==> src/hdl/seq_sorted_reorder_buffer_assert.svh <==
// Assertion macros for the sorted reorder buffer modules.
`ifndef SEQ_SORTED_REORDER_BUFFER_ASSERT_SVH
`define SEQ_SORTED_REORDER_BUFFER_ASSERT_SVH

// Same-cycle implication, sampled on clk_i, off while rst_ni is low.
`define SRB_ASSERT_NOW(lbl, ante, cons, msg) \
  lbl: assert property (@(posedge clk_i) disable iff (!rst_ni) (ante) |-> (cons)) \
    else $error(msg);

// Next-cycle implication, sampled on clk_i, off while rst_ni is low.
`define SRB_ASSERT_NEXT(lbl, ante, cons, msg) \
  lbl: assert property (@(posedge clk_i) disable iff (!rst_ni) (ante) |=> (cons)) \
    else $error(msg);

`endif

==> src/hdl/srb_pkg.sv <==
// Shared types and constants for the sorted reorder buffer.
package srb_pkg;

  localparam int unsigned SEQ_W    = 16;
  localparam int unsigned STATUS_W = 3;

  typedef enum logic [STATUS_W-1:0] {
    ST_INSERTED  = 3'd0,
    ST_DUPLICATE = 3'd1,
    ST_FULL      = 3'd2,
    ST_POPPED    = 3'd3,
    ST_EMPTY     = 3'd4
  } status_e;

  typedef enum logic [3:0] {
    S_IDLE,
    S_DISPATCH,
    S_POP_DATA,
    S_SCAN_RD,
    S_SCAN_CMP,
    S_PLACE,
    S_SHIFT_RD,
    S_SHIFT_WR,
    S_RESP
  } ctl_state_e;

  typedef struct packed {
    logic    cap;
    logic    rd_en;
    logic    rd_prev;
    logic    idx_inc;
    logic    idx_dec;
    logic    idx_to_count;
    logic    pos_load;
    logic    wr_new;
    logic    wr_shift;
    logic    pop_commit;
    logic    ins_commit;
    logic    set_status;
    status_e status;
    logic    pend_load;
    logic    out_load;
  } ctl_cmd_t;

  typedef struct packed {
    logic kind_pop;
    logic empty;
    logic full;
    logic scan_end;
    logic seq_eq;
    logic seq_gt;
    logic shift_end;
    logic out_free;
  } dp_sts_t;

endpackage

==> src/hdl/srb_ctrl.sv <==
// Sequencing state machine of the sorted reorder buffer.
module srb_ctrl
  import srb_pkg::*;
(
  input  logic     clk_i,
  input  logic     rst_ni,
  input  logic     in_valid_i,
  output logic     in_stall_o,
  input  dp_sts_t  sts_i,
  output ctl_cmd_t cmd_o
);

  ctl_state_e state_q, state_d;

  always_ff @(posedge clk_i or negedge rst_ni) begin
    if (!rst_ni) begin
      state_q <= S_IDLE;
    end else begin
      state_q <= state_d;
    end
  end

  always_comb begin
    state_d = state_q;
    case (state_q)
      S_IDLE: begin
        if (in_valid_i) state_d = S_DISPATCH;
      end
      S_DISPATCH: begin
        if (sts_i.kind_pop) begin
          state_d = sts_i.empty ? S_RESP : S_POP_DATA;
        end else begin
          state_d = S_SCAN_RD;
        end
      end
      S_POP_DATA: state_d = S_RESP;
      S_SCAN_RD: begin
        state_d = sts_i.scan_end ? S_PLACE : S_SCAN_CMP;
      end
      S_SCAN_CMP: begin
        if (sts_i.seq_eq) begin
          state_d = S_RESP;
        end else if (sts_i.seq_gt) begin
          state_d = S_PLACE;
        end else begin
          state_d = S_SCAN_RD;
        end
      end
      S_PLACE: begin
        state_d = sts_i.full ? S_RESP : S_SHIFT_RD;
      end
      S_SHIFT_RD: begin
        state_d = sts_i.shift_end ? S_RESP : S_SHIFT_WR;
      end
      S_SHIFT_WR: state_d = S_SHIFT_RD;
      S_RESP: begin
        if (sts_i.out_free) state_d = S_IDLE;
      end
      default: state_d = S_IDLE;
    endcase
  end

  always_comb begin
    cmd_o      = '0;
    cmd_o.status = ST_INSERTED;
    in_stall_o = (state_q != S_IDLE);
    case (state_q)
      S_IDLE: begin
        cmd_o.cap = in_valid_i;
      end
      S_DISPATCH: begin
        if (sts_i.kind_pop) begin
          if (sts_i.empty) begin
            cmd_o.set_status = 1'b1;
            cmd_o.status     = ST_EMPTY;
          end else begin
            cmd_o.rd_en = 1'b1;
          end
        end
      end
      S_POP_DATA: begin
        cmd_o.pend_load  = 1'b1;
        cmd_o.pop_commit = 1'b1;
        cmd_o.set_status = 1'b1;
        cmd_o.status     = ST_POPPED;
      end
      S_SCAN_RD: begin
        if (sts_i.scan_end) begin
          cmd_o.pos_load = 1'b1;
        end else begin
          cmd_o.rd_en = 1'b1;
        end
      end
      S_SCAN_CMP: begin
        if (sts_i.seq_eq) begin
          cmd_o.set_status = 1'b1;
          cmd_o.status     = ST_DUPLICATE;
        end else if (sts_i.seq_gt) begin
          cmd_o.pos_load = 1'b1;
        end else begin
          cmd_o.idx_inc = 1'b1;
        end
      end
      S_PLACE: begin
        if (sts_i.full) begin
          cmd_o.set_status = 1'b1;
          cmd_o.status     = ST_FULL;
        end else begin
          cmd_o.idx_to_count = 1'b1;
        end
      end
      S_SHIFT_RD: begin
        if (sts_i.shift_end) begin
          cmd_o.wr_new     = 1'b1;
          cmd_o.ins_commit = 1'b1;
          cmd_o.set_status = 1'b1;
          cmd_o.status     = ST_INSERTED;
        end else begin
          cmd_o.rd_en   = 1'b1;
          cmd_o.rd_prev = 1'b1;
        end
      end
      S_SHIFT_WR: begin
        cmd_o.wr_shift = 1'b1;
        cmd_o.idx_dec  = 1'b1;
      end
      S_RESP: begin
        cmd_o.out_load = sts_i.out_free;
      end
      default: begin
        cmd_o = '0;
      end
    endcase
  end

endmodule

==> src/hdl/srb_dp.sv <==
// Datapath of the sorted reorder buffer: entry ring memory, pointers, result registers.
`include "seq_sorted_reorder_buffer_assert.svh"
module srb_dp
  import srb_pkg::*;
#(
  parameter int unsigned DEPTH       = 16,
  parameter int unsigned HANDLE_BITS = 8
) (
  input  logic                   clk_i,
  input  logic                   rst_ni,
  input  logic                   kind_i,
  input  logic [SEQ_W-1:0]       seq_no_i,
  input  logic [HANDLE_BITS-1:0] packet_handle_i,
  input  ctl_cmd_t               cmd_i,
  output dp_sts_t                sts_o,
  input  logic                   out_stall_i,
  output logic                   out_valid_o,
  output logic [STATUS_W-1:0]    status_o,
  output logic [SEQ_W-1:0]       out_seq_no_o,
  output logic [HANDLE_BITS-1:0] out_handle_o
);

  localparam int unsigned AW = (DEPTH > 1) ? $clog2(DEPTH) : 1;
  localparam int unsigned CW = $clog2(DEPTH + 1);
  localparam int unsigned EW = SEQ_W + HANDLE_BITS;
  localparam logic [AW:0]   DEPTH_A = (AW + 1)'(DEPTH);
  localparam logic [CW-1:0] DEPTH_C = CW'(DEPTH);

  logic [EW-1:0] mem_q [DEPTH];
  logic [EW-1:0] rd_data_q;

  logic [AW-1:0]          head_q;
  logic [CW-1:0]          count_q;
  logic [CW-1:0]          idx_q;
  logic [CW-1:0]          pos_q;
  logic                   kind_q;
  logic [SEQ_W-1:0]       seq_q;
  logic [HANDLE_BITS-1:0] handle_q;
  status_e                res_status_q;
  logic [SEQ_W-1:0]       pend_seq_q;
  logic [HANDLE_BITS-1:0] pend_handle_q;
  logic                   out_valid_q;
  logic [STATUS_W-1:0]    status_q;
  logic [SEQ_W-1:0]       out_seq_q;
  logic [HANDLE_BITS-1:0] out_handle_q;

  logic [CW-1:0]    idx_m1;
  logic [AW-1:0]    rd_off;
  logic [AW:0]      rd_sum;
  logic [AW-1:0]    rd_addr;
  logic [AW:0]      wr_sum;
  logic [AW-1:0]    wr_addr;
  logic [AW:0]      head_sum;
  logic [AW-1:0]    head_nxt;
  logic [SEQ_W-1:0] rd_seq;
  logic             out_free;

  assign idx_m1  = idx_q - CW'(1);
  assign rd_off  = cmd_i.rd_prev ? idx_m1[AW-1:0] : idx_q[AW-1:0];
  assign rd_sum  = {1'b0, head_q} + {1'b0, rd_off};
  assign rd_addr = (rd_sum >= DEPTH_A) ? AW'(rd_sum - DEPTH_A) : rd_sum[AW-1:0];
  assign wr_sum  = {1'b0, head_q} + {1'b0, idx_q[AW-1:0]};
  assign wr_addr = (wr_sum >= DEPTH_A) ? AW'(wr_sum - DEPTH_A) : wr_sum[AW-1:0];
  assign head_sum = {1'b0, head_q} + (AW + 1)'(1);
  assign head_nxt = (head_sum >= DEPTH_A) ? AW'(head_sum - DEPTH_A) : head_sum[AW-1:0];
  assign rd_seq  = rd_data_q[EW-1:HANDLE_BITS];
  assign out_free = !out_valid_q || !out_stall_i;

  always_ff @(posedge clk_i) begin
    if (cmd_i.wr_new) begin
      mem_q[wr_addr] <= {seq_q, handle_q};
    end else if (cmd_i.wr_shift) begin
      mem_q[wr_addr] <= rd_data_q;
    end
  end

  always_ff @(posedge clk_i) begin
    if (cmd_i.rd_en) begin
      rd_data_q <= mem_q[rd_addr];
    end
  end

  always_ff @(posedge clk_i or negedge rst_ni) begin
    if (!rst_ni) begin
      head_q      <= '0;
      count_q     <= '0;
      out_valid_q <= 1'b0;
    end else begin
      if (cmd_i.pop_commit) begin
        head_q  <= head_nxt;
        count_q <= count_q - CW'(1);
      end else if (cmd_i.ins_commit) begin
        count_q <= count_q + CW'(1);
      end
      if (cmd_i.out_load) begin
        out_valid_q <= 1'b1;
      end else if (!out_stall_i) begin
        out_valid_q <= 1'b0;
      end
    end
  end

  always_ff @(posedge clk_i) begin
    if (cmd_i.cap) begin
      kind_q   <= kind_i;
      seq_q    <= seq_no_i;
      handle_q <= packet_handle_i;
      idx_q    <= '0;
    end else if (cmd_i.idx_inc) begin
      idx_q <= idx_q + CW'(1);
    end else if (cmd_i.idx_dec) begin
      idx_q <= idx_m1;
    end else if (cmd_i.idx_to_count) begin
      idx_q <= count_q;
    end
    if (cmd_i.pos_load) begin
      pos_q <= idx_q;
    end
    if (cmd_i.set_status) begin
      res_status_q <= cmd_i.status;
    end
    if (cmd_i.pend_load) begin
      pend_seq_q    <= rd_seq;
      pend_handle_q <= rd_data_q[HANDLE_BITS-1:0];
    end
    if (cmd_i.out_load) begin
      status_q <= res_status_q;
      if (res_status_q == ST_POPPED) begin
        out_seq_q    <= pend_seq_q;
        out_handle_q <= pend_handle_q;
      end else begin
        out_seq_q    <= '0;
        out_handle_q <= '0;
      end
    end
  end

  always_comb begin
    sts_o.kind_pop  = kind_q;
    sts_o.empty     = (count_q == '0);
    sts_o.full      = (count_q == DEPTH_C);
    sts_o.scan_end  = (idx_q == count_q);
    sts_o.seq_eq    = (rd_seq == seq_q);
    sts_o.seq_gt    = (rd_seq > seq_q);
    sts_o.shift_end = (idx_q == pos_q);
    sts_o.out_free  = out_free;
  end

  assign out_valid_o  = out_valid_q;
  assign status_o     = status_q;
  assign out_seq_no_o = out_seq_q;
  assign out_handle_o = out_handle_q;

  `SRB_ASSERT_NOW(a_count_bound, 1'b1, count_q <= DEPTH_C, "fill count above depth")
  `SRB_ASSERT_NOW(a_ins_not_full, cmd_i.ins_commit, count_q != DEPTH_C, "insert into full buffer")
  `SRB_ASSERT_NOW(a_pop_not_empty, cmd_i.pop_commit, count_q != '0, "pop from empty buffer")
  `SRB_ASSERT_NOW(a_load_free, cmd_i.out_load, !out_valid_q || !out_stall_i,
                  "result overwritten while stalled")
  `SRB_ASSERT_NEXT(a_pop_moves_head, cmd_i.pop_commit, head_q == $past(head_nxt),
                   "head did not advance on pop")

endmodule

==> src/hdl/seq_sorted_reorder_buffer.sv <==
// Pop: request to result register through states DISPATCH, POP_DATA and RESP; POP_DATA is skipped when empty.
// Insert time is set by the scan and the tail shift through the one-port-read entry memory,
// each stepping entry by entry; one request is in work at a time.
// A finished result waits in the output register while the next request is taken.
// Reset (rst_ni low, asynchronous) empties the buffer and clears the output valid;
// entry memory contents are not cleared.
module seq_sorted_reorder_buffer
  import srb_pkg::*;
#(
  parameter int unsigned DEPTH       = 16,
  parameter int unsigned HANDLE_BITS = 8
) (
  input  logic                   clk_i,
  input  logic                   rst_ni,
  input  logic                   in_valid_i,
  output logic                   in_stall_o,
  input  logic                   kind_i,
  input  logic [SEQ_W-1:0]       seq_no_i,
  input  logic [HANDLE_BITS-1:0] packet_handle_i,
  output logic                   out_valid_o,
  input  logic                   out_stall_i,
  output logic [STATUS_W-1:0]    status_o,
  output logic [SEQ_W-1:0]       out_seq_no_o,
  output logic [HANDLE_BITS-1:0] out_handle_o
);

  ctl_cmd_t cmd;
  dp_sts_t  sts;

  srb_ctrl u_ctrl (
    .clk_i      (clk_i),
    .rst_ni     (rst_ni),
    .in_valid_i (in_valid_i),
    .in_stall_o (in_stall_o),
    .sts_i      (sts),
    .cmd_o      (cmd)
  );

  srb_dp #(
    .DEPTH       (DEPTH),
    .HANDLE_BITS (HANDLE_BITS)
  ) u_dp (
    .clk_i           (clk_i),
    .rst_ni          (rst_ni),
    .kind_i          (kind_i),
    .seq_no_i        (seq_no_i),
    .packet_handle_i (packet_handle_i),
    .cmd_i           (cmd),
    .sts_o           (sts),
    .out_stall_i     (out_stall_i),
    .out_valid_o     (out_valid_o),
    .status_o        (status_o),
    .out_seq_no_o    (out_seq_no_o),
    .out_handle_o    (out_handle_o)
  );

endmodule
==> config.mk <==
export PLATFORM = sky130hd
export DESIGN_NAME = seq_sorted_reorder_buffer
export DESIGN_NICKNAME = d
export VERILOG_FILES = /design/src/hdl/srb_pkg.sv /design/src/hdl/srb_ctrl.sv /design/src/hdl/srb_dp.sv /design/src/hdl/seq_sorted_reorder_buffer.sv
export VERILOG_INCLUDE_DIRS = /design/src /design/src/hdl
export SDC_FILE = /design/constraint.sdc
export NUM_CORES = 1
export LEC_CHECK = 0
export ABC_AREA = 0
export BUFFER_PORTS_ARGS = -buffer_cell sky130_fd_sc_hd__buf_2
export CAP_MARGIN = 20
export CORE_ASPECT_RATIO = 1.5
export CORE_MARGIN = 4
export CORE_UTILIZATION = 39
export CTS_BUF_LIST = sky130_fd_sc_hd__clkbuf_4 sky130_fd_sc_hd__clkbuf_8
export DETAILED_ROUTE_END_ITERATION = 10
export HOLD_SLACK_MARGIN = 0.15
export PLACE_DENSITY = 0.58
export SYNTH_ARGS = -nofsm -noshare
export SYNTH_HDL_FRONTEND = slang
export SYNTH_SLANG_ARGS = --single-unit
==> constraint.sdc <==
create_clock -name clk_i -period 6.4 [get_ports clk_i]
set_input_delay 0.32 -clock clk_i [delete_from_list [all_inputs] [get_ports clk_i]]
set_output_delay 0.32 -clock clk_i [all_outputs]
set_load 0.01 [all_outputs]
==> results of run 1 <==
==> cell type report <==
| type | count | area, µm² |
|---|---|---|
| Timing Repair Buffer | 130 | 915.9 |
| Clock buffer | 105 | 1289 |
| Antenna cell | 1 | 2.502 |
| Clock inverter | 29 | 191.4 |
| Fill cell | 4457 | 28100 |
| Multi-Input combinational cell | 424 | 4878 |
| Sequential cell | 511 | 15220 |
| Tap cell | 676 | 845.8 |
| Inverter | 29 | 108.9 |
==> state kept, by name, indices dropped and copies added (netlist names), 8 cells and up <==
| signal | flops |
|---|---|
| u_dp.seq_q | 16 |
| u_dp.mem_q | 384 |
| u_dp.handle_q | 8 |
| u_dp.out_seq_no_o | 16 |
| u_dp.out_handle_o | 8 |
| u_dp.pend_handle_q | 8 |
| u_dp.pend_seq_q | 16 |
| u_dp.rd_data_q | 24 |
==> power by group <==
group	internal (mW)	switching [mW]	leakage (nW)
clock network	1.39	1.24	0.784
logic	2.10	2.18	2.37
registers	4.32	0.247	4.67
==> timing repair <==
action                                 CTS  global route
hold buffers                            28             0
setup endpoints to repair                0             0
endpoints found under the hold margin   41             0
==> layout by cell type, fill, tap and decap left out, drive strengths merged, types with 8 or more instances in the layout <==
master | netlist | layout
inv | 29 | 30
xnor2 | 18 | 18
clkinv | 0 | 24
nand2 | 68 | 68
o21ai | 26 | 26
nor3 | 8 | 8
ha | 28 | 28
mux4 | 120 | 120
nand3 | 15 | 15
clkbuf | 32 | 105
and2 | 25 | 25
dlygate4sd3 | 0 | 28
xor2 | 13 | 13
edfxtp | 492 | 492
nor2 | 32 | 32
a21oi | 13 | 13
buf | 10 | 102
dfrtp | 14 | 14
==> worst max-delay path, cell delays in order, from the launching register on <==
cell and delay (ps):
dfxtp_1 670, xor2_2 120, nor3_1 320, nand3_2 110, nor3b_4 210, xnor2_1 290, ha_4 180, inv_1 50
fa_4 1280, buf_4 440, mux4_2 340, mux4_1 500
==> routing by layer <==
| layer | vias up | wire length, µm | global-route usage |
|---|---|---|---|
| met1 | 5319 | 18850 | 0.2113 |
| met4 | 0 | 1210 | 0.05346 |
| met2 | 286 | 25180 | 0.3065 |
| met3 | 84 | 2394 | 0.03002 |
| met5 | - | 0 | 0 |
| li1 | 4368 | - | - |
==> kinds of logic after synthesis <==
group / count (synthesis) / synth area share
buffers and inverters: 71 / 0.01606
AO/OA/AOI/OAI: 65 / 0.01946
multiplexers: 122 / 0.1352
AND/OR/NAND/NOR: 175 / 0.04208
XOR/XNOR: 31 / 0.01508
flip-flops: 511 / 0.7519
adder cells (fa/ha/maj): 31 / 0.02027
==> worst max path at each step <==
stage	endpoint	slack (ps)	cells past startpoint	startpoint
2_1_floorplan	u_dp.count_q[4]$_DFFE_PN0P_	2050	9	u_ctrl.state_q[0]$_DFFE_PN0P_
3_3_place_gp	u_dp.rd_data_q[0]$_DFFE_PP_	1590	11	u_dp.idx_q[2]$_SDFFE_PP0P_
3_5_place_dp	u_dp.rd_data_q[11]$_DFFE_PP_	1520	11	u_dp.idx_q[2]$_SDFFE_PP0P_
4_1_cts	u_dp.rd_data_q[1]$_DFFE_PP_	1520	11	u_dp.idx_q[2]$_SDFFE_PP0P_
5_1_grt	u_dp.rd_data_q[1]$_DFFE_PP_	1380	11	u_dp.idx_q[2]$_SDFFE_PP0P_
6_report	u_dp.rd_data_q[1]$_DFFE_PP_	1550	11	u_dp.idx_q[2]$_SDFFE_PP0P_
==> out/qor.txt, run 1 <==
status -> complete, no violations
Max transition margin -> 0.3204
Post-Syn Area -> 20250 µm²
layout cells sized above 1 -> 0.2989
num rows -> 102
Hold Crit Class -> input pin to flop
die height -> 287.1 µm
initial DRC count -> 845
sequential-to-total area share from yosys stat -> 0.7519
Syn Inst Count -> 1006
P&R area growth vs syn -> 15.84%
Final Cycle Share -> 0.7577
io pins -> 58
capturing point of the worst reg2reg path -> u_dp.rd_data_q[1]$_DFFE_PP_
Synth Net Count -> 1066
DIE AREA -> 55710 µm²
initial cell density of the core -> 0.3927
Synth Register Bits -> 511
Via density -> 5.279
Num Clock Sinks -> 511
pin count of the biggest net entering global routing -> 46
root buf cell -> clkbuf_8
Tightest Pin Transition -> 1017 ps
Worst-path clk slew -> 60 ps
r2r startpoint -> u_dp.idx_q[2]$_SDFFE_PP0P_
worst IR drop on VDD -> 320.5 µV
Endpoint, Worst Hold -> u_ctrl.state_q[0]$_DFFE_PN0P_
design area -> 23460 µm²
All-Layer GR Usage -> 0.1707
Synth area leaders -> edfxtp_1, mux4_2, dfrtp_1, ha_1, nand2_1
CTS tree -> done
Final ANT Viol Nets -> 0
Chip Width -> 194.1 µm
Startpoint Class -> flop
synthesis warning total -> 0
Bufs on Longest Clock Path -> 3
# DRC -> 0
Post-synth EDFFs -> 492
Leak -> 7.828 nW
CTS resizes -> 0
PD cells -> 488.9 nW/µm²
fmax -> 206.2 MHz
top cells by count, synth -> edfxtp_1, mux4_2, nand2_1
first-pass GRT wire length -> 69.86 mm
Final Util -> 0.4549
Slew Limit Fails -> 0
GPL Wtd Cong -> 0.7963
Worst Hold Launch -> in_valid_i
Place WS -> 1524 ps
final WL -> 47.64 mm
Critical Path End Type -> flop
first-pass iteration count of the detailed router -> 6
Wirelength per Cell -> 25.01 µm
count leader, synth -> edfxtp_1
H-tree levels -> 3
Vias -> 10060
Distinct cells, synth -> 50
Main synth FF type -> edfxtp_1
top cell type's share of synthesized area -> 0.7296
worst setup margin -> 1550 ps
final net count -> 1233
initial antenna violation count -> 2
dpl hpwl -> 26.35 mm
total power -> 11.47 mW
R2R setup slack -> 1550 ps
PortBufs -> 57
Setup TNS -> 0 ps
vias in the first global route -> 10520
Final min period -> 4850 ps
Req. time, crit path -> 6770 ps
Worst R2R Path Depth -> 11
postcts setup bufs -> 0
crit path kind -> flop to flop
grt ovf -> 0
cell taking the most area after synthesis -> edfxtp_1
hold depth -> 3
placed cells -> 1742
RSZ-0062 raised after global routing -> false
Final Instance Count excl. Fillers -> 1905
dpl cell area -> 21690 µm²
worst skew pair latency -> 630 ps
Setup Skew -> 20.36 ps
core area -> 51560 µm²
hold slack final -> 221.6 ps
Max Cap Viol -> 0
final setup violation count -> 0
Crit Path Max Fanout -> 41
TritonCTS Buffers -> 77
critical path arrival -> 5220 ps
endpoints failing hold -> 0
Post-Syn Area per Cell -> 20.13 µm²
FFs w/ async S/R, synth -> 0.02740
No activity file was read; power rests on OpenSTA's default activity.
==> run 2, diff against run 1 <==
--- a/config.mk
+++ b/config.mk
@@ -6,7 +6,7 @@
 export SDC_FILE = /design/constraint.sdc
 export NUM_CORES = 1
 export LEC_CHECK = 0
-export ABC_AREA = 0
+export ABC_AREA = 1
 export BUFFER_PORTS_ARGS = -buffer_cell sky130_fd_sc_hd__buf_2
 export CAP_MARGIN = 20
 export CORE_ASPECT_RATIO = 1.5
@@ -15,7 +15,7 @@
 export CTS_BUF_LIST = sky130_fd_sc_hd__clkbuf_4 sky130_fd_sc_hd__clkbuf_8
 export DETAILED_ROUTE_END_ITERATION = 10
 export HOLD_SLACK_MARGIN = 0.15
-export PLACE_DENSITY = 0.58
+export PLACE_DENSITY = 0.6
 export SYNTH_ARGS = -nofsm -noshare
 export SYNTH_HDL_FRONTEND = slang
 export SYNTH_SLANG_ARGS = --single-unit
==> constraint.sdc (replaced) <==
create_clock -name clk_i -period 4.2 [get_ports clk_i]
set_input_delay 0.21 -clock clk_i [delete_from_list [all_inputs] [get_ports clk_i]]
set_output_delay 0.21 -clock clk_i [all_outputs]
set_load 0.01 [all_outputs]
==> out/qor.txt, run 2 <==
Hold Crit Class -> input pin to flop
worst IR drop on VDD -> 645.5 µV (+100%)
clock network fraction of total power -> 0.188 (-0.041)
RSZ-0062 raised after global routing -> false
Setup crit start -> u_dp.idx_q[1]$_SDFFE_PP0P_
Multi-input gate area -> 5245 µm² (+7.5%)
switch share -> 0.4151 (+0.09558)
r2r startpoint -> u_dp.idx_q[1]$_SDFFE_PP0P_
Startpoint Class -> flop
Main synth FF type -> edfxtp_1
P&R area growth vs syn -> 14.57%
H-tree levels -> 3 (unchanged)
sequential-to-total area share from yosys stat -> 0.7168 (-0.03508)
PortBufs -> 57 (unchanged)
Max transition margin -> 0.2986 (-0.02172)
final WL -> 51.00 mm (+7.1%)
first-pass GRT wire length -> 78.00 mm (+12%)
Synth area leaders -> edfxtp_1, nor2_1, nand2_1, o21ai_0, inv_1
top cell type's share of synthesized area -> 0.6956 (-0.03404)
Setup Skew -> 25.88 ps (+5.511 ps)
Layout fillers -> 4776 (+7.2%)
first-pass iteration count of the detailed router -> 5 (-1)
count leader, synth -> edfxtp_1
Post-synth EDFFs -> 492 (unchanged)
initial DRC count -> 934 (+11%)
PD cells -> 814.8 nW/µm² (+67%)
Via density -> 5.250 (-0.56%)
net switching power -> 8.232 mW (+120%)
Worst Hold Launch -> seq_no_i[1]
Wirelength per Cell -> 19.67 µm (-21%)
worst skew pair latency -> 630 ps (about the same)
part of the power in registers -> 0.348 (-0.050)
Syn Inst Count -> 1717 (+71%)
Req. time, crit path -> 4680 ps (-2090 ps)
All-Layer GR Usage -> 0.1741 (+0.003453)
Final Instance Count excl. Fillers -> 2593 (+36%)
vias in the first global route -> 14010 (+33%)
Slew Limit Fails -> 0 (unchanged)
Leak -> 8.840 nW (+13%)
pin count of the biggest net entering global routing -> 97 (+110%)
layout cells sized above 1 -> 0.1398 (-0.1591)
CTS tree -> done
total power -> 19.83 mW (+73%)
Post-Syn Area -> 21240 µm² (+4.9%)
Bufs on Longest Clock Path -> 3 (unchanged)
Chip Width -> 198.5 µm (+2.3%)
top cells by count, synth -> edfxtp_1, nor2_1, nand2_1
final setup violation count -> 0 (unchanged)
FFs w/ async S/R, synth -> 0.02740 (unchanged)
initial cell density of the core -> 0.3952 (+0.002493)
commonest cells after routing, fill and taps aside -> edfxtp_1, nor2_1, nand2_1
Num Clock Sinks -> 511 (unchanged)
# DRC -> 0 (unchanged)
fmax -> 258.1 MHz (+25%)
core area -> 53740 µm² (+4.2%)
DIE AREA -> 58340 µm² (+4.7%)
Vias -> 13610 (+35%)
Final ANT Viol Nets -> 0 (unchanged)
Synth Register Bits -> 511 (unchanged)
Setup TNS -> 0 ps (unchanged)
Largest Register -> u_dp.mem_q
Final min period -> 3874 ps (-975.5 ps)
cell taking the most area after synthesis -> edfxtp_1
Sequential Area -> 15230 µm² (about the same)
final net count -> 1908 (+55%)
Tightest Pin Transition -> 1049 ps (+32.26 ps)
TritonCTS Buffers -> 73 (-5.2%)
GPL Wtd Cong -> 0.8481 (+6.5%)
placed cells -> 2432 (+40%)
Internal -> 11.60 mW (+49%)
critical path arrival -> 4350 ps (-870 ps)
status -> complete, no violations
Distinct cells, synth -> 38 (-24%)
Max Cap Viol -> 0 (unchanged)
Final Cycle Share -> 0.9224 (+0.1647)
endpoints failing hold -> 0 (unchanged)
Synth Net Count -> 1777 (+67%)
max reg flops -> 384 (unchanged)
grt ovf -> 0 (unchanged)
synthesis warning total -> 0 (unchanged)
postcts setup bufs -> 0 (unchanged)
num rows -> 104 (+2.0%)
Critical Path End Type -> flop
initial antenna violation count -> 1 (-1)
top flop regs -> u_dp.mem_q: 384 flops, u_dp.rd_data_q: 24 flops
commonest non-fill, non-tap cell in the layout -> edfxtp_1
dpl hpwl -> 29.40 mm (+12%)
root buf cell -> clkbuf_8
Post-Syn Area per Cell -> 12.37 µm² (-39%)
Worst-path clk slew -> 60 ps (about the same)
Gate power share -> 0.463 (+0.090)
crit path kind -> flop to flop
die height -> 293.8 µm (+2.3%)
io pins -> 58 (unchanged)
Crit Path Max Fanout -> 96 (+130%)
-- run 2: power groups by stage --
stage               Combinational, mW  Sequential, mW  Clock [mW]
global placement                 9.00            7.00           0
CTS                              9.24            6.90        3.83
finish                           9.19            6.91        3.73
global route                     10.4            6.94        4.06
detailed placement               9.18            7.01           0
floorplan                        6.61            6.90           0
-- run 2: path summary, 6_finish.rpt --
kind | end | slack, ps | cells past startpoint
hold reg to reg | u_dp.status_o[1]$_DFFE_PP_ | 460 | 0
setup reg to reg | u_dp.rd_data_q[5]$_DFFE_PP_ | 330 | 16
max in group asynchronous | u_dp.out_valid_o$_DFFE_PN0P_ | 2980 | 3
hold / removal | u_dp.seq_q[1]$_DFFE_PP_ | 300 | 2
setup / recovery | u_dp.rd_data_q[5]$_DFFE_PP_ | 330 | 16
min in group asynchronous | u_dp.head_q[1]$_DFFE_PN0P_ | 750 | 3
-- run 2: cells by family (layout without fill, tap and decap cells) --
kind of cell / Yosys count / in the layout / synth area share
DFF: 511 / 511 / 0.7168
adders and majority gates: 31 / 31 / 0.01932
buffers and inverters: 216 / 402 / 0.04336
xor gates and xnor gates: 25 / 25 / 0.01031
AOI/OAI and AO/OA: 318 / 318 / 0.08541
muxes: 24 / 24 / 0.01131
and+or+nand+nor: 592 / 592 / 0.1135
other: 0 / 1 / 0
-- run 2: metrics by stage --
step	utilization	setup WS, ps	hold slack, ps	area, µm²
floorplan	-	1024	-85.59	21240
global placement	0.4216	369.2	147.8	22660
detailed placement	0.4216	244.2	148.1	22660
CTS	0.4526	212.5	256.9	24320
global route	0.4528	94.24	284.3	24340
finish	0.4528	325.9	301.4	24340
-- run 2: worst max-delay path: stages (launching register included) --
cell and delay (ps):
dfxtp_2 390, inv_1 160, nor2_2 70, nor3_4 210, nand3_4 120, nand2_1 260, xor2_1 270, ha_4 170
inv_1 50, fa_4 860, buf_12 350, o21ai_0 180, o21ai_1 170, inv_1 60, o21ai_0 170, nand3_1 90
nand2_1 80
-- run 2: final cells by class --
| cell class | count | share of cell area |
|---|---|---|
| Tap cell | 689 | 0.03542 |
| Timing Repair Buffer | 142 | 0.04658 |
| Inverter | 130 | 0.02015 |
| Multi-Input combinational cell | 990 | 0.2155 |
| Antenna cell | 1 | 0.0001028 |
| Clock buffer | 95 | 0.04833 |
| Sequential cell | 511 | 0.6257 |
| Clock inverter | 35 | 0.008226 |
-- run 2: what timing repair did --
| item | in CTS | in global routing |
|---|---|---|
| hold buffers | 29 | 0 |
| hold endpoints to repair | 47 | 0 |
| setup endpoints to repair | 0 | 5 |
| resized for setup | 0 | 1 |
-- run 2: routing by layer --
layer,vias to the layer above,global-route usage,wire (µm)
li1,6346,-,-
met1,6719,0.1985,19880
met2,433,0.3219,26700
met3,114,0.02302,2697
met4,0,0.07944,1724
met5,-,0,0
==> run 3, diff against run 2 <==
--- a/config.mk
+++ b/config.mk
@@ -11,11 +11,11 @@
 export CAP_MARGIN = 20
 export CORE_ASPECT_RATIO = 1.5
 export CORE_MARGIN = 4
-export CORE_UTILIZATION = 39
+export CORE_UTILIZATION = 38
 export CTS_BUF_LIST = sky130_fd_sc_hd__clkbuf_4 sky130_fd_sc_hd__clkbuf_8
 export DETAILED_ROUTE_END_ITERATION = 10
 export HOLD_SLACK_MARGIN = 0.15
-export PLACE_DENSITY = 0.6
+export PLACE_DENSITY = 0.59
 export SYNTH_ARGS = -nofsm -noshare
 export SYNTH_HDL_FRONTEND = slang
 export SYNTH_SLANG_ARGS = --single-unit
==> out/qor.txt, run 3 (synthesis gave the netlist of run 2 again) <==
vias in the first global route -> 13720 (-2.1%)
GR met1 Demand/Resource -> 0.1984 (about the same)
dpl hpwl -> 29.41 mm (about the same)
CP most frequent cell -> nand2_1
Setup Skew -> 19.25 ps (-6.622 ps)
busiest grt layer -> met2
r2r startpoint -> u_dp.idx_q[4]$_SDFFE_PP0P_
critical path arrival -> 4310 ps (-40 ps)
final setup violation count -> 0 (unchanged)
Internal -> 11.70 mW (+0.86%)
TritonCTS Buffers -> 72 (-1.4%)
PortBufs -> 57 (unchanged)
Worst-path clk slew -> 70 ps (about the same)
Final min period -> 3809 ps (-64.60 ps)
crit path kind -> flop to flop
# DRC -> 0 (unchanged)
initial DRC count -> 905 (-3.1%)
top flop regs -> u_dp.mem_q: 384 flops, u_dp.rd_data_q: 24 flops
WP buf/inv -> 3 (-1)
All-Layer GR Usage -> 0.1712 (-0.002931)
Place WS -> 339.0 ps (+94.72 ps)
Layout fillers -> 4887 (+2.3%)
Bufs on Longest Clock Path -> 3 (unchanged)
Gate power share -> 0.459 (-0.004)
Setup TNS -> 0 ps (unchanged)
GPL Wtd Cong -> 0.8637 (+1.8%)
dpl cell area -> 22690 µm² (+0.13%)
Leak -> 8.882 nW (+0.48%)
Startpoint Class -> flop
net switching power -> 8.168 mW (-0.77%)
initial antenna violation count -> 1 (unchanged)
RSZ-0062 raised after global routing -> false
Num Clock Sinks -> 511 (unchanged)
Worst R2R Path Depth -> 14 (-2)
Largest Register -> u_dp.mem_q
H-tree levels -> 3 (unchanged)
clock network fraction of total power -> 0.194 (+0.006)
grt ovf -> 0 (unchanged)
Critical Path Stages -> 14 (-2)
Chip Width -> 201.0 µm (+1.3%)
Max Cap Viol -> 0 (unchanged)
P&R area growth vs syn -> 14.91%
Req. time, crit path -> 4700 ps (+20 ps)
postcts setup bufs -> 0 (unchanged)
worst IR drop on VDD -> 747.4 µV (+16%)
max reg flops -> 384 (unchanged)
R2R setup slack -> 390 ps (+60 ps)
switch share -> 0.4112 (-0.003961)
first-pass GRT wire length -> 79.09 mm (+1.4%)
initial cell density of the core -> 0.3859 (-0.009370)
first-pass iteration count of the detailed router -> 5 (unchanged)
final WL -> 51.53 mm (+1.0%)
Critical Path Sink -> u_dp.rd_data_q[13]$_DFFE_PP_
num rows -> 105 (+0.96%)
met3 Use GR -> 0.02868 (+0.005659)
CP max stage delay -> 840 ps (-20 ps)
status -> complete, no violations
Wirelength per Cell -> 19.82 µm (+0.77%)
pin count of the biggest net entering global routing -> 105 (+8.2%)
worst setup margin -> 390.5 ps (+64.61 ps)
commonest non-fill, non-tap cell in the layout -> edfxtp_1
Final Cycle Share -> 0.9070 (-0.01538)
Slew Limit Fails -> 0 (unchanged)
Setup crit start -> u_dp.idx_q[4]$_SDFFE_PP0P_
fmax -> 262.5 MHz (+1.7%)
worst path cell trace -> xnor2_1 > nand3_4 > nand2_1 > xor2_1 > ha_4 > inv_1 > fa_4 > buf_12 > o21ai_0 > o32ai_1 > inv_1 > o21ai_1 > nand2_1 > nand2_1
commonest cells after routing, fill and taps aside -> edfxtp_1, nor2_1, nand2_1
layout cells sized above 1 -> 0.1413 (+0.001502)
Critical Path End Type -> flop
CTS tree -> done
Via density -> 5.182 (-1.3%)
Tightest Pin Transition -> 1048 ps (-1.003 ps)
die height -> 297.6 µm (+1.3%)
Crit Path Max Fanout -> 104 (+8.3%)
Worst path slowest cell -> fa_4
endpoints failing hold -> 0 (unchanged)
Hold Crit Class -> input pin to flop
GRT met2 Usage -> 0.3095 (-0.01245)
part of the power in registers -> 0.347 (about the same)
Max transition margin -> 0.2993 (+0.0006710)
design area -> 24410 µm² (+0.29%)
PD cells -> 813.9 nW/µm² (-0.11%)
final net count -> 1910 (+0.10%)
Vias -> 13470 (-1.0%)
Final ANT Viol Nets -> 0 (unchanged)
capturing point of the worst reg2reg path -> u_dp.rd_data_q[13]$_DFFE_PP_
critical path's top delay family -> adder cells
root buf cell -> clkbuf_8
io pins -> 58 (unchanged)
DIE AREA -> 59820 µm² (+2.5%)
worst skew pair latency -> 630 ps (about the same)
core area -> 55050 µm² (+2.4%)
## run 3: per-stage QoR
stage	util	hold slack, ps	instances	total power, mW
detailed placement	0.4122	159.4	2441	16.14
finish	0.4434	293.3	2600	19.87
global placement	0.4122	142.4	2441	15.97
global route	0.4434	264.7	2600	21.42
CTS	0.4432	253.2	2598	20.06
floorplan	-	-85.59	1717	13.51
## run 3: worst min path at each step
stage | from | endpoint | slack (ps) | depth (start not counted)
after global routing | seq_no_i[0] | u_dp.seq_q[0]$_DFFE_PP_ | 260 | 2
final | packet_handle_i[5] | u_dp.handle_q[5]$_DFFE_PP_ | 290 | 2
after CTS | packet_handle_i[5] | u_dp.handle_q[5]$_DFFE_PP_ | 250 | 2
after detailed placement | rst_ni | u_dp.count_q[1]$_DFFE_PN0P_ | 160 | 1
after global placement | rst_ni | u_dp.count_q[0]$_DFFE_PN0P_ | 140 | 1
after floorplan | rst_ni | u_ctrl.state_q[0]$_DFFE_PN0P_ | -90 | 0
## run 3: worst register-to-register path, delay by kind of cell, from the launching register on
family	cells	cell delay, ps
AOI/OAI and AO/OA	3	580
xor gates and xnor gates	2	700
adders and majority gates	2	1010
buffers and inverters	3	460
DFF	1	400
and+or+nand+nor	4	550
## run 3: final cells by class
class,instances,area (µm²),area share
Sequential cell,511,15230,0.6238
Multi-Input combinational cell,990,5245,0.2149
Clock buffer,97,1229,0.05034
Timing Repair Buffer,145,1156,0.04737
Tap cell,695,869.6,0.03563
Inverter,130,490.5,0.02010
Clock inverter,31,188.9,0.007741
Antenna cell,1,2.502,0.0001025
## run 3: power by group through the flow
stage	Combinational, mW	Clock, mW	Sequential [mW]
final	9.12	3.85	6.90
after global routing	10.3	4.19	6.94
after CTS	9.21	3.96	6.89
after detailed placement	9.15	0	7.00
after global placement	8.98	0	6.99
after floorplan	6.61	0	6.90
## run 3: per-layer routing
layer	routed length, µm	vias up
li1	-	6343
met2	26670	418
met3	2998	133
met1	19820	6578
met4	2033	0
met5	0	-
## run 3: timing repair
item,4_1_cts,5_1_grt
hold endpoints to repair,47,0
setup endpoints to repair,0,6
hold buffers,29,0
gates resized for setup,0,1
